$ cat src/design/mbq_pkg.sv
package mbq_pkg;

    localparam int SAMPLE_BITS = 24;
    localparam int CHAN_W      = 6;
    localparam int COEF_W      = 32;
    localparam int CFG_W       = 64;
    localparam int REG_IDX_W   = 3;
    localparam int STAGES      = 3;
    localparam int STAGE_W     = 2;

    // product c*v and its Q.16 form after the rounding shift
    localparam int PROD_W      = COEF_W + SAMPLE_BITS;
    localparam int PROD_SHIFT  = 14;
    localparam int Q_W         = PROD_W - PROD_SHIFT;

    localparam int DLY_W       = 48;
    localparam int YSUM_W      = DLY_W + 1;
    localparam int Y_SHIFT     = 16;
    localparam int YS_W        = YSUM_W - Y_SHIFT;
    localparam int ACC_W       = DLY_W + 1;
    localparam int DIFF_W      = DLY_W + 2;

    localparam logic signed [PROD_W-1:0] PROD_ROUND = PROD_W'(64'sd1 <<< (PROD_SHIFT - 1));
    localparam logic signed [YSUM_W-1:0] Y_ROUND    = YSUM_W'(64'sd1 <<< (Y_SHIFT - 1));
    localparam logic signed [YS_W-1:0]   Y_MAX      =
        YS_W'((64'sd1 <<< (SAMPLE_BITS - 1)) - 64'sd1);
    localparam logic signed [YS_W-1:0]   Y_MIN      = -Y_MAX - YS_W'(1);

    // register indexes
    localparam logic [REG_IDX_W-1:0] REG_ENABLE  = 3'd0;
    localparam logic [REG_IDX_W-1:0] REG_COUNT   = 3'd1;
    localparam logic [REG_IDX_W-1:0] REG_HP_B    = 3'd2;
    localparam logic [REG_IDX_W-1:0] REG_HP_A    = 3'd3;
    localparam logic [REG_IDX_W-1:0] REG_NOTCH_B = 3'd4;
    localparam logic [REG_IDX_W-1:0] REG_NOTCH_A = 3'd5;
    localparam logic [REG_IDX_W-1:0] REG_LP_B    = 3'd6;
    localparam logic [REG_IDX_W-1:0] REG_LP_A    = 3'd7;

    localparam logic [STAGE_W-1:0] ST_HP    = 2'd0;
    localparam logic [STAGE_W-1:0] ST_NOTCH = 2'd1;
    localparam logic [STAGE_W-1:0] ST_LP    = 2'd2;
    localparam logic [STAGE_W-1:0] ST_DONE  = 2'd3;

    // datapath operations
    localparam logic [2:0] OP_NONE  = 3'd0;
    localparam logic [2:0] OP_READ  = 3'd1;
    localparam logic [2:0] OP_YCALC = 3'd2;
    localparam logic [2:0] OP_A1    = 3'd3;
    localparam logic [2:0] OP_A2    = 3'd4;
    localparam logic [2:0] OP_WRITE = 3'd5;
    localparam logic [2:0] OP_EMIT  = 3'd6;

    typedef struct packed {
        logic [CHAN_W-1:0]             chan;
        logic signed [SAMPLE_BITS-1:0] sample_in;
    } t_in_item;

    typedef struct packed {
        logic [CHAN_W-1:0]             chan_out;
        logic signed [SAMPLE_BITS-1:0] sample_out;
        logic                          clipped;
    } t_out_item;

    typedef struct packed {
        logic               idle;
        logic [2:0]         op;
        logic [STAGE_W-1:0] stage;
    } t_cmd;

    typedef struct packed {
        logic              active;
        logic [STAGES-1:0] enable;
        logic              out_busy;
    } t_status;

    function automatic logic signed [DLY_W-1:0] sat_dly(input logic signed [DIFF_W-1:0] v);
        logic signed [DLY_W-1:0] r;
        if (v[DIFF_W-1:DLY_W-1] == '0 || v[DIFF_W-1:DLY_W-1] == '1) begin
            r = v[DLY_W-1:0];
        end else if (v[DIFF_W-1]) begin
            r = {1'b1, {(DLY_W-1){1'b0}}};
        end else begin
            r = {1'b0, {(DLY_W-1){1'b1}}};
        end
        return r;
    endfunction

endpackage

$ cat src/design/mbq_ctrl.sv
module mbq_ctrl (
    input  logic            i_clk,
    input  logic            i_rst_n,
    input  logic            i_in_accept,
    input  mbq_pkg::t_status i_status,
    output mbq_pkg::t_cmd    o_cmd
);
    localparam logic [2:0] S_IDLE  = 3'd0;
    localparam logic [2:0] S_NEXT  = 3'd1;
    localparam logic [2:0] S_READ  = 3'd2;
    localparam logic [2:0] S_YCALC = 3'd3;
    localparam logic [2:0] S_A1    = 3'd4;
    localparam logic [2:0] S_A2    = 3'd5;
    localparam logic [2:0] S_WRITE = 3'd6;
    localparam logic [2:0] S_EMIT  = 3'd7;

    logic [2:0]                  r_state, n_state;
    logic [mbq_pkg::STAGE_W-1:0] r_stage, n_stage;
    logic [mbq_pkg::STAGES-1:0]  ge_mask, pending;
    logic [2:0]                  op;

    // sections still to run for this sample, from the current one upward
    always_comb begin
        case (r_stage)
            mbq_pkg::ST_HP:    ge_mask = 3'b111;
            mbq_pkg::ST_NOTCH: ge_mask = 3'b110;
            mbq_pkg::ST_LP:    ge_mask = 3'b100;
            default:           ge_mask = 3'b000;
        endcase
        pending = i_status.enable & ge_mask & {mbq_pkg::STAGES{i_status.active}};
    end

    always_comb begin
        n_state = r_state;
        n_stage = r_stage;
        op      = mbq_pkg::OP_NONE;
        case (r_state)
            S_IDLE: begin
                if (i_in_accept) begin
                    n_state = S_NEXT;
                    n_stage = mbq_pkg::ST_HP;
                end
            end
            S_NEXT: begin
                if (pending == '0) begin
                    n_state = S_EMIT;
                end else begin
                    n_state = S_READ;
                    if (pending[0]) begin
                        n_stage = mbq_pkg::ST_HP;
                    end else if (pending[1]) begin
                        n_stage = mbq_pkg::ST_NOTCH;
                    end else begin
                        n_stage = mbq_pkg::ST_LP;
                    end
                end
            end
            S_READ: begin
                op      = mbq_pkg::OP_READ;
                n_state = S_YCALC;
            end
            S_YCALC: begin
                op      = mbq_pkg::OP_YCALC;
                n_state = S_A1;
            end
            S_A1: begin
                op      = mbq_pkg::OP_A1;
                n_state = S_A2;
            end
            S_A2: begin
                op      = mbq_pkg::OP_A2;
                n_state = S_WRITE;
            end
            S_WRITE: begin
                op      = mbq_pkg::OP_WRITE;
                n_state = S_NEXT;
                n_stage = r_stage + mbq_pkg::STAGE_W'(1);
            end
            S_EMIT: begin
                if (!i_status.out_busy) begin
                    op      = mbq_pkg::OP_EMIT;
                    n_state = S_IDLE;
                end
            end
            default: begin
                n_state = S_IDLE;
            end
        endcase
    end

    always_ff @(posedge i_clk) begin
        if (!i_rst_n) begin
            r_state <= S_IDLE;
            r_stage <= mbq_pkg::ST_HP;
        end else begin
            r_state <= n_state;
            r_stage <= n_stage;
        end
    end

    assign o_cmd.idle  = (r_state == S_IDLE);
    assign o_cmd.op    = op;
    assign o_cmd.stage = r_stage;
endmodule

$ cat config.mk
export PLATFORM = sky130hd
export DESIGN_NAME = mbq_ctrl
export DESIGN_NICKNAME = d
export VERILOG_FILES = /design/src/design/mbq_pkg.sv /design/src/design/mbq_ctrl.sv
export SDC_FILE = /design/constraint.sdc
export NUM_CORES = 1
export LEC_CHECK = 0
export ABC_AREA = 1
export BUFFER_PORTS_ARGS = -buffer_cell sky130_fd_sc_hd__buf_2
export CELL_PAD_IN_SITES_DETAIL_PLACEMENT = 0
export CELL_PAD_IN_SITES_GLOBAL_PLACEMENT = 1
export CORE_MARGIN = 2
export CORE_UTILIZATION = 32
export DETAILED_ROUTE_END_ITERATION = 8
export GPL_ROUTABILITY_DRIVEN = 0
export GPL_TIMING_DRIVEN = 1
export PLACE_DENSITY_LB_ADDON = 0.12
export SLEW_MARGIN = 0
export SYNTH_ARGS = -nofsm -noshare
export SYNTH_HDL_FRONTEND = slang
export SYNTH_SLANG_ARGS = --single-unit
$ cat constraint.sdc
create_clock -name i_clk -period 1.4 [get_ports i_clk]
set_input_delay 0.07 -clock i_clk [delete_from_list [all_inputs] [get_ports i_clk]]
set_output_delay 0.07 -clock i_clk [all_outputs]
set_load 0.01 [all_outputs]
==> run metrics, run 1 <==
maxcap violations=0; die height=between 40 and 50 um; relative slew slack=0.816; GRT Residual Overflow=0; Overall Global Routing Usage=0.122; CP Class=register to register; CP startpoint kind=register; syn_area_per_cell=~6.6 um^2; Routed WL per cell=9.31 um; first-pass GRT wire length=roughly 1300 um; Yosys reg bits=5; hold slack final=71.7 ps; clk_lat worst skew=about 240 ps; crit path cell chain=inv_1 > ha_1 > inv_1 > nor2_2 > nor2_4 > nand3_4 > nand2_2 > nand2_1 > nand2_1 > nor2_2; vias in the first global route=359; P_leak=~0.00032 uW; io pins=14; Max VDD drop=0.745 mV; Sink Count=5; post-CTS resize count=0; overall power=between 1000 and 1500 uW; status=completed; Initial DRT Pass Iterations=4; Die Footprint=1710 um^2; CP endpoint kind=register; Final Instance Count excl. Fillers=about 100; yosys warns=0; Ant. Diodes=0; commonest non-fill, non-tap cell in the layout=buf_2; syn_nets=~80; area grow syn2layout=27.7%; Crit Path Max Fanout=4; maximum clock frequency=0.768 GHz; setup ws final=98.5 ps; largest net degree at the start of global routing=9; data required time of the worst path=roughly 1500 ps; Crit-path slowest cell=dfxtp_1; DRC=0; cell area after synthesis=447 um^2; power per standard cell area=1890 nW/um^2; htree depth=1; Worst Tran Pin Value=276 ps; Arr. time, crit path=1430 ps; number of nets in the layout=between 90 and 100; Cell variety after synth=18; Starting Density=0.343; largest delay contributor family on the critical path=simple AND/OR/NAND/NOR gates; CTS tree=built; most frequent cells in the layout=buf_2 (13), inv_1 (11), nand2_1 (11); fin crit share=0.930; Post-Route WL=roughly 940 um; # port buffers=13; Setup Buffers After CTS=0; routed vias/inst=~4.7; skew final=about 3.3 ps; Final Hold Fails=0; total core area=between 1000 and 1500 um^2; Cells after DPL=between 90 and 100; clock slew at reported path FFs=about 40 ps; Die Span X=slightly above 40 um; initial antenna violation count=0; HPWL after DPL=between 800 and 900 um; final setup vio count=0; DRT iter0 DRCs=1; clk root buf=clkbuf_4; Pins Over Slew Limit=0; Vias=~470; Place WS=approximately 39 ps; CTS Buffer Depth=2; sequential share of the synthesized area=0.224; share of layout cells above drive strength 1=0.407; post-synthesis cell count=68; Final ANT Viol Nets=0; Buffers & Inverters on Critical Path=2; HP Class=primary input to register; row count=13; CTS Hold Bufs=0; crit-path max cell delay=around 350 ps; Final min period=between 1000 and 1500 ps; reg-to-reg slack, setup=slightly below 100 ps; CTS buffer count=3
-- state kept, by name (all words and copies together), names as in the netlist --
name,cells
r_state,3
r_stage,2
-- power by group --
part | internal, uW | switching [uW]
registers | 201 | 75.5
clock network | 108 | 56.4
logic | 264 | 375
-- cell usage after synthesis (all sizes together) --
| library cell | number | share of area |
|---|---|---|
| ha | 3 | 0.084 |
| a31oi | 2 | 0.028 |
| buf | 1 | 0.025 |
| a21oi | 3 | 0.034 |
| nand2 | 15 | 0.15 |
| inv | 13 | 0.11 |
| nand3b | 1 | 0.025 |
| nand3 | 8 | 0.12 |
| a211oi | 1 | 0.017 |
| dfxtp | 5 | 0.22 |
| nor2 | 12 | 0.13 |
| o21ai | 4 | 0.053 |
-- kinds of logic after synthesis --
logic type | share of synthesized area
fa+ha+maj | 0.0840
simple gates | 0.426
compound gates | 0.132
flops | 0.224
buf+inv | 0.134
-- per-layer routing --
metal / vias to the layer above / wire length (um) / GRT usage
met1: 213 / 393 / 0.128
met4: 0 / 0 / 0
met3: 0 / 32 / 0.0638
met2: 9 / 513 / 0.227
li1: 250 / - / -
met5: - / 0 / 0
-- final timing paths --
| path | startpoint | to | depth (start not counted) |
|---|---|---|---|
| max | r_stage[1] | r_stage[0] | 10 |
| min | i_rst_n | r_state[2] | 3 |
| max reg2reg | r_stage[1] | r_stage[0] | 10 |
| min reg2reg | r_state[1] | r_state[1] | 3 |
-- per-stage QoR --
step	util	TNS, ps	instance area (um^2)
after floorplan	-	0	447
after global placement	0.411	0	534
after detailed placement	0.411	0	534
after CTS	0.431	0	561
after global routing	0.438	-11.9	571
final	0.438	0	571
-- worst reg2reg max path, stage by stage (launching register included) --
cell	delay, ps
dfxtp_1	350
inv_1	70
ha_1	200
inv_1	90
nor2_2	60
nor2_4	130
nand3_4	90
nand2_2	70
nand2_1	40
nand2_1	60
nor2_2	30
-- final cells by class --
cell class,count,area [um^2]
sequential,5,103
multi-input combinational,49,294
timing repair buffer,15,80.1
tap,15,18.8
inverter,13,48.8
clock buffer,4,26.3
fill,158,731
No activity file was read; power rests on OpenSTA's default activity.
==> run 2, diff against run 1 <==
--- a/config.mk
+++ b/config.mk
@@ -5,13 +5,12 @@
 export SDC_FILE = /design/constraint.sdc
 export NUM_CORES = 1
 export LEC_CHECK = 0
-export ABC_AREA = 1
 export BUFFER_PORTS_ARGS = -buffer_cell sky130_fd_sc_hd__buf_2
 export CELL_PAD_IN_SITES_DETAIL_PLACEMENT = 0
 export CELL_PAD_IN_SITES_GLOBAL_PLACEMENT = 1
-export CORE_MARGIN = 2
-export CORE_UTILIZATION = 32
+export CORE_AREA = 2 2 39 41
 export DETAILED_ROUTE_END_ITERATION = 8
+export DIE_AREA = 0 0 41 43
 export GPL_ROUTABILITY_DRIVEN = 0
 export GPL_TIMING_DRIVEN = 1
 export PLACE_DENSITY_LB_ADDON = 0.12
==> run metrics, run 2 <==
crit-path max cell delay=380 ps; DRT iter0 DRCs=7; syn_area_per_cell=~8.0 um^2; Max VDD drop=around 0.56 mV; HP Class=primary input to register; post-synthesis compound-gate area fraction=0.280; initial antenna violation count=0; most flop-heavy register=r_state; vias in the first global route=430; clock slew at reported path FFs=approximately 50 ps; area grow syn2layout=43.4%; Starting Density=0.307; synth top area cells=dfxtp_1 (24%), ha_1 (8.8%), nor2_1 (6.2%); status=finished, violations left; routed vias/inst=between 5 and 6; skew final=~3.7 ps; post-synthesis cell count=53; number of nets in the layout=a little under 90; Post-Synth Adder-Cell Area=0.0885; Post-Synth XOR/XNOR Area=0; area leader, netlist=dfxtp_1; top-count cell post-synth=nor2_1; CP startpoint kind=register; Initial DRT Pass Iterations=4; Worst Hold Path Cells=2; Post-Route WL=1160 um; Sw Pwr=roughly 340 uW; overall power=844 uW; Yosys reg bits=5; Top FF cell, synth=dfxtp_1; most used cell, CP=nor2_1; yosys warns=0; most instantiated cells after synthesis=nor2_1 (7), dfxtp_1 (5), o21ai_0 (5); data required time of the worst path=1570 ps; htree depth=1; hold wc startpoint=i_rst_n; unrepaired setup endpoints after global routing=yes; Die Footprint=approximately 1800 um^2; Worst Tran Pin Value=roughly 320 ps; Cell variety after synth=28; DRC=0; clk root buf=clkbuf_4; Final Hold Fails=0; ys async rst share=0; max FFs per register=3; GRT Residual Overflow=0; largest net degree at the start of global routing=10; CTS Hold Bufs=0; Int Pwr=slightly above 500 uW; RR Endpoint=r_stage[1]; crit path cell chain=inv_2 > ha_2 > nor2_1 > and4bb_2 > o32a_1 > nor2_1; top-area cell type share of the netlist area=0.236; CTS tree=built; Arr. time, crit path=1590 ps; Vias=about 480; maxcap violations=0; Crit-path slowest cell=dfxtp_4; CTS Buffer Depth=2; Seq pwr share=0.287; placed inst area=543 um^2; CTS buffer count=3; die height=about 43 um; total core area=~1400 um^2; power per standard cell area=1390 nW/um^2; Routed WL per cell=around 13 um; Final ANT Viol Nets=0; main combinational cell family by area after synthesis=simple AND/OR/NAND/NOR gates; failing checks=negative setup slack; most frequent cells in the layout=buf_2 (13), buf_4 (8), nor2_1 (7); share of layout cells above drive strength 1=0.513; first-pass GRT wire length=about 1800 um; Buffers & Inverters on Critical Path=1; post-synthesis mux area share=0; # port buffers=13; simple-gate area share of the yosys netlist=0.322; Logic pwr share=0.509; final setup vio count=2; Post-synth EDFFs=0; setup ws final=-21.4 ps; P_leak=between 0.0002 and 0.0003 uW; maximum clock frequency=~0.7 GHz; reg-to-reg slack, setup=-20 ps; Overall Global Routing Usage=0.151; syn_nets=64; reg2reg start=r_stage[0]; commonest non-fill, non-tap cell in the layout=buf_2; Sw Ratio=0.402; HPWL after DPL=just over 800 um; Final min period=roughly 1400 ps; fin crit share=1.02; clock share of power=0.204; Final Instance Area=between 600 and 700 um^2; largest delay contributor family on the critical path=simple AND/OR/NAND/NOR gates; Reg2Reg Depth=6; Die Span X=about 41 um; sequential share of the synthesized area=0.236; Place WS=-55.6 ps; CP endpoint kind=register; clk_lat worst skew=~240 ps; io pins=14; largest registers=r_state x3, r_stage x2; Hold Path End=r_stage[0]; cell area after synthesis=between 400 and 500 um^2; Crit Path Max Fanout=5; Pins Over Slew Limit=0; Ant. Diodes=0; relative slew slack=0.784; row count=14; CP Class=register to register; Sink Count=5
-- run 2: changes by cell type in the layout (fill, tap and decap cells not counted), sizes merged, moves of 2 or more --
cell     before  now
a2bb2oi       0    2
buf          15   21
inv          13    4
nand2        15    3
nand3         8    3
nor2         12    8
nor3          0    2
o211a         0    2
or2           0    2
-- run 2: logic make-up after synthesis --
group	count (synthesis)
AND/OR/NAND/NOR	23
AO/OA/AOI/OAI	16
buffers and inverters	6
flip-flops	5
adder cells (fa/ha/maj)	3
-- run 2: cell type report --
type / count / area, um^2
fill: 150 / 776
sequential: 5 / 108
clock buffer: 4 / 26.3
inverter: 4 / 15.0
timing repair buffer: 21 / 125
tap: 16 / 20.0
multi-input combinational: 42 / 314
-- run 2: power by group through the flow --
stage | Sequential [uW] | Combinational, uW | Clock [uW]
finish | 242 | 429 | 172
CTS | 232 | 407 | 177
floorplan | 222 | 273 | 0
global placement | 237 | 403 | 0
global route | 248 | 476 | 184
detailed placement | 235 | 397 | 0
-- run 2: layer usage --
layer | wire, um | share of wire | GRT usage | vias up
li1 | - | - | - | 239
met1 | 497 | 0.43 | 0.188 | 217
met2 | 595 | 0.51 | 0.222 | 15
met3 | 43 | 0.037 | 0.0262 | 4
met4 | 23 | 0.020 | 0.107 | 0
met5 | 0 | 0 | 0 | -
-- run 2: worst max-delay path by stage --
stage,from,end,slack (ps),depth (start not counted)
CTS,r_stage[0],r_stage[0],0.8,5
global route,r_stage[0],r_stage[1],-90,6
global placement,r_stage[0],r_stage[1],-50,6
detailed placement,r_stage[0],r_stage[1],-60,6
finish,r_stage[0],r_stage[1],-20,6
floorplan,r_stage[0],r_stage[1],3,6
-- run 2: through the flow --
step	setup TNS, ps	util	std cells	hold WS, ps
after floorplan	0	-	53	188
after global routing	-162	0.439	92	109
after detailed placement	-66.2	0.392	86	350
after CTS	0	0.418	91	93.2
after global placement	-54.2	0.392	86	348
final	-22.2	0.439	92	98.4
-- run 2: timing repair --
item / 4_1_cts / 5_1_grt
buffers inserted: 1 / 1
pin swaps: 3 / 6
gates resized for setup: 1 / 8
endpoints found under the setup margin: 3 / 4
==> run 3, diff against run 2 <==
--- a/config.mk
+++ b/config.mk
@@ -6,11 +6,11 @@
 export NUM_CORES = 1
 export LEC_CHECK = 0
 export BUFFER_PORTS_ARGS = -buffer_cell sky130_fd_sc_hd__buf_2
-export CELL_PAD_IN_SITES_DETAIL_PLACEMENT = 0
-export CELL_PAD_IN_SITES_GLOBAL_PLACEMENT = 1
-export CORE_AREA = 2 2 39 41
+export CELL_PAD_IN_SITES_DETAIL_PLACEMENT = 2
+export CELL_PAD_IN_SITES_GLOBAL_PLACEMENT = 2
+export CORE_MARGIN = 2
+export CORE_UTILIZATION = 25
 export DETAILED_ROUTE_END_ITERATION = 8
-export DIE_AREA = 0 0 41 43
 export GPL_ROUTABILITY_DRIVEN = 0
 export GPL_TIMING_DRIVEN = 1
 export PLACE_DENSITY_LB_ADDON = 0.12
==> run metrics, run 3 (same netlist as run 2, synthesis figures left out) <==
GRT Residual Overflow=0; Die Footprint=approximately 2000 um^2; setup tns final=-70.2 ps; io pins=14; HPWL after DPL=1100 um; Final min period=between 1000 and 1500 ps; hold wc startpoint=i_rst_n; first-pass GRT wire length=about 2600 um; maximum clock frequency=between 0.6 and 0.7 GHz; crit-path max cell delay=approximately 380 ps; Int Pwr=roughly 530 uW; commonest non-fill, non-tap cell in the layout=buf_2; unrepaired setup endpoints after global routing=yes; clock slew at reported path FFs=~60 ps; placed inst area=543 um^2; CP endpoint kind=register; Ant. Diodes=0; Sw Ratio=0.415; Logic pwr share=0.535; largest net degree at the start of global routing=8; Final Hold Fails=0; CTS tree=built; final setup vio count=3; Seq pwr share=0.269; Max VDD drop=about 0.64 mV; Starting Density=0.275; Routed WL per cell=about 17 um; share of layout cells above drive strength 1=0.571; CP Class=register to register; power per standard cell area=between 1000 and 1500 nW/um^2; DRC=0; HP Class=primary input to register; P_leak=between 0.0002 and 0.0003 uW; Post-Route WL=approximately 1600 um; htree depth=1; relative slew slack=0.796; clk root buf=clkbuf_4; most flop-heavy register=r_state; clk_lat worst skew=roughly 250 ps; Arr. time, crit path=1600 ps; CTS Buffer Depth=2; Place WS=-89.5 ps; row count=14; Die Span X=45.2 um; Sw Pwr=375 uW; clock share of power=0.196; number of nets in the layout=just under 90; Worst Setup SP=r_stage[0]; routed vias/inst=between 5 and 6; setup ws final=-58.7 ps; CTS buffer count=3; Sink Count=5; largest registers=r_state x3, r_stage x2; maxcap violations=0; area grow syn2layout=51.3%; Final Instance Area=around 640 um^2; skew final=about 20 ps; DRT iter0 DRCs=0; Finished Core Util=0.416; failing checks=negative setup slack; Initial DRT Pass Iterations=1; crit path cell chain=ha_4 > and3b_2 > or2_1 > a2bb2oi_1 > o211a_1; data required time of the worst path=about 1500 ps; total core area=between 1500 and 2000 um^2; initial antenna violation count=0; fin crit share=1.04; vias in the first global route=around 550; Vias=480; Overall Global Routing Usage=0.175; Crit Path Max Fanout=5; Final ANT Viol Nets=0; Crit-path slowest cell=dfxtp_4; most frequent cells in the layout=buf_2 (13), buf_4 (9), nor2_1 (6); reg2reg start=r_stage[0]; CP startpoint kind=register; die height=about 45 um; max FFs per register=3; Worst Tran Pin Value=305 ps; CTS Hold Bufs=0; # port buffers=13; status=finished, violations left; Pins Over Slew Limit=0
==> run 3: cell types whose count changed in the layout (fill, tap and decap cells not counted) <==
cell and change:
ha_4 +1, inv_2 -1, dfxtp_1 -2, nor3_2 -1, inv_4 +1, buf_4 +1
nor2_1 -1, dfxtp_2 +2, nor3_4 +1, ha_1 -1, nor2_2 +1
==> run 3: metrics by stage <==
step / instances / total power [uW] / hold WS, ps
3_5_place_dp: 86 / 661 / 349
2_1_floorplan: 53 / 496 / 188
5_1_grt: 93 / 987 / 120
3_3_place_gp: 86 / 660 / 357
4_1_cts: 93 / 864 / 113
6_report: 93 / 903 / 110
==> run 3: routing by layer <==
metal  wire length, um  global-route usage  up-vias
li1                  -                   -      244
met1               738               0.242      232
met2               809               0.280        4
met3                14              0.0240        0
met4                 0              0.0529        0
met5                 0                   0        -
==> run 3: cell type report <==
| class | instances | area, um^2 |
|---|---|---|
| Inverter | 4 | 17.5 |
| Sequential cell | 5 | 110 |
| Multi-Input combinational cell | 42 | 335 |
| Timing Repair Buffer | 22 | 133 |
| Clock buffer | 4 | 26.3 |
| Tap cell | 16 | 20.0 |
| Fill cell | 178 | 900 |
==> run 3: power by group through the flow <==
stage | Combinational (uW) | Clock, uW | Sequential, uW
floorplan | 273 | 0 | 222
global placement | 431 | 0 | 229
detailed placement | 431 | 0 | 230
CTS | 454 | 173 | 237
global route | 542 | 196 | 249
finish | 483 | 177 | 243
==> run 3: path summary, 6_finish.rpt <==
path / cells after the start / to / slack (ps)
worst max-delay path: 5 / r_stage[0] / -60
worst min-delay path: 2 / r_state[2] / 110
worst min register to register: 3 / r_state[1] / 610
worst max register to register: 5 / r_stage[0] / -60
==> run 3: critical path: cells and delay by family (launching register included) <==
family | cells | cell delay (ps)
compound gates | 2 | 380
fa+ha+maj | 1 | 140
flops | 1 | 380
simple gates | 2 | 440
==> run 3: repair_timing <==
action / CTS / global route
buffers inserted: 3 / 0
pin swaps: 4 / 5
gates resized for setup: 7 / 9
endpoints found under the setup margin: 4 / 6
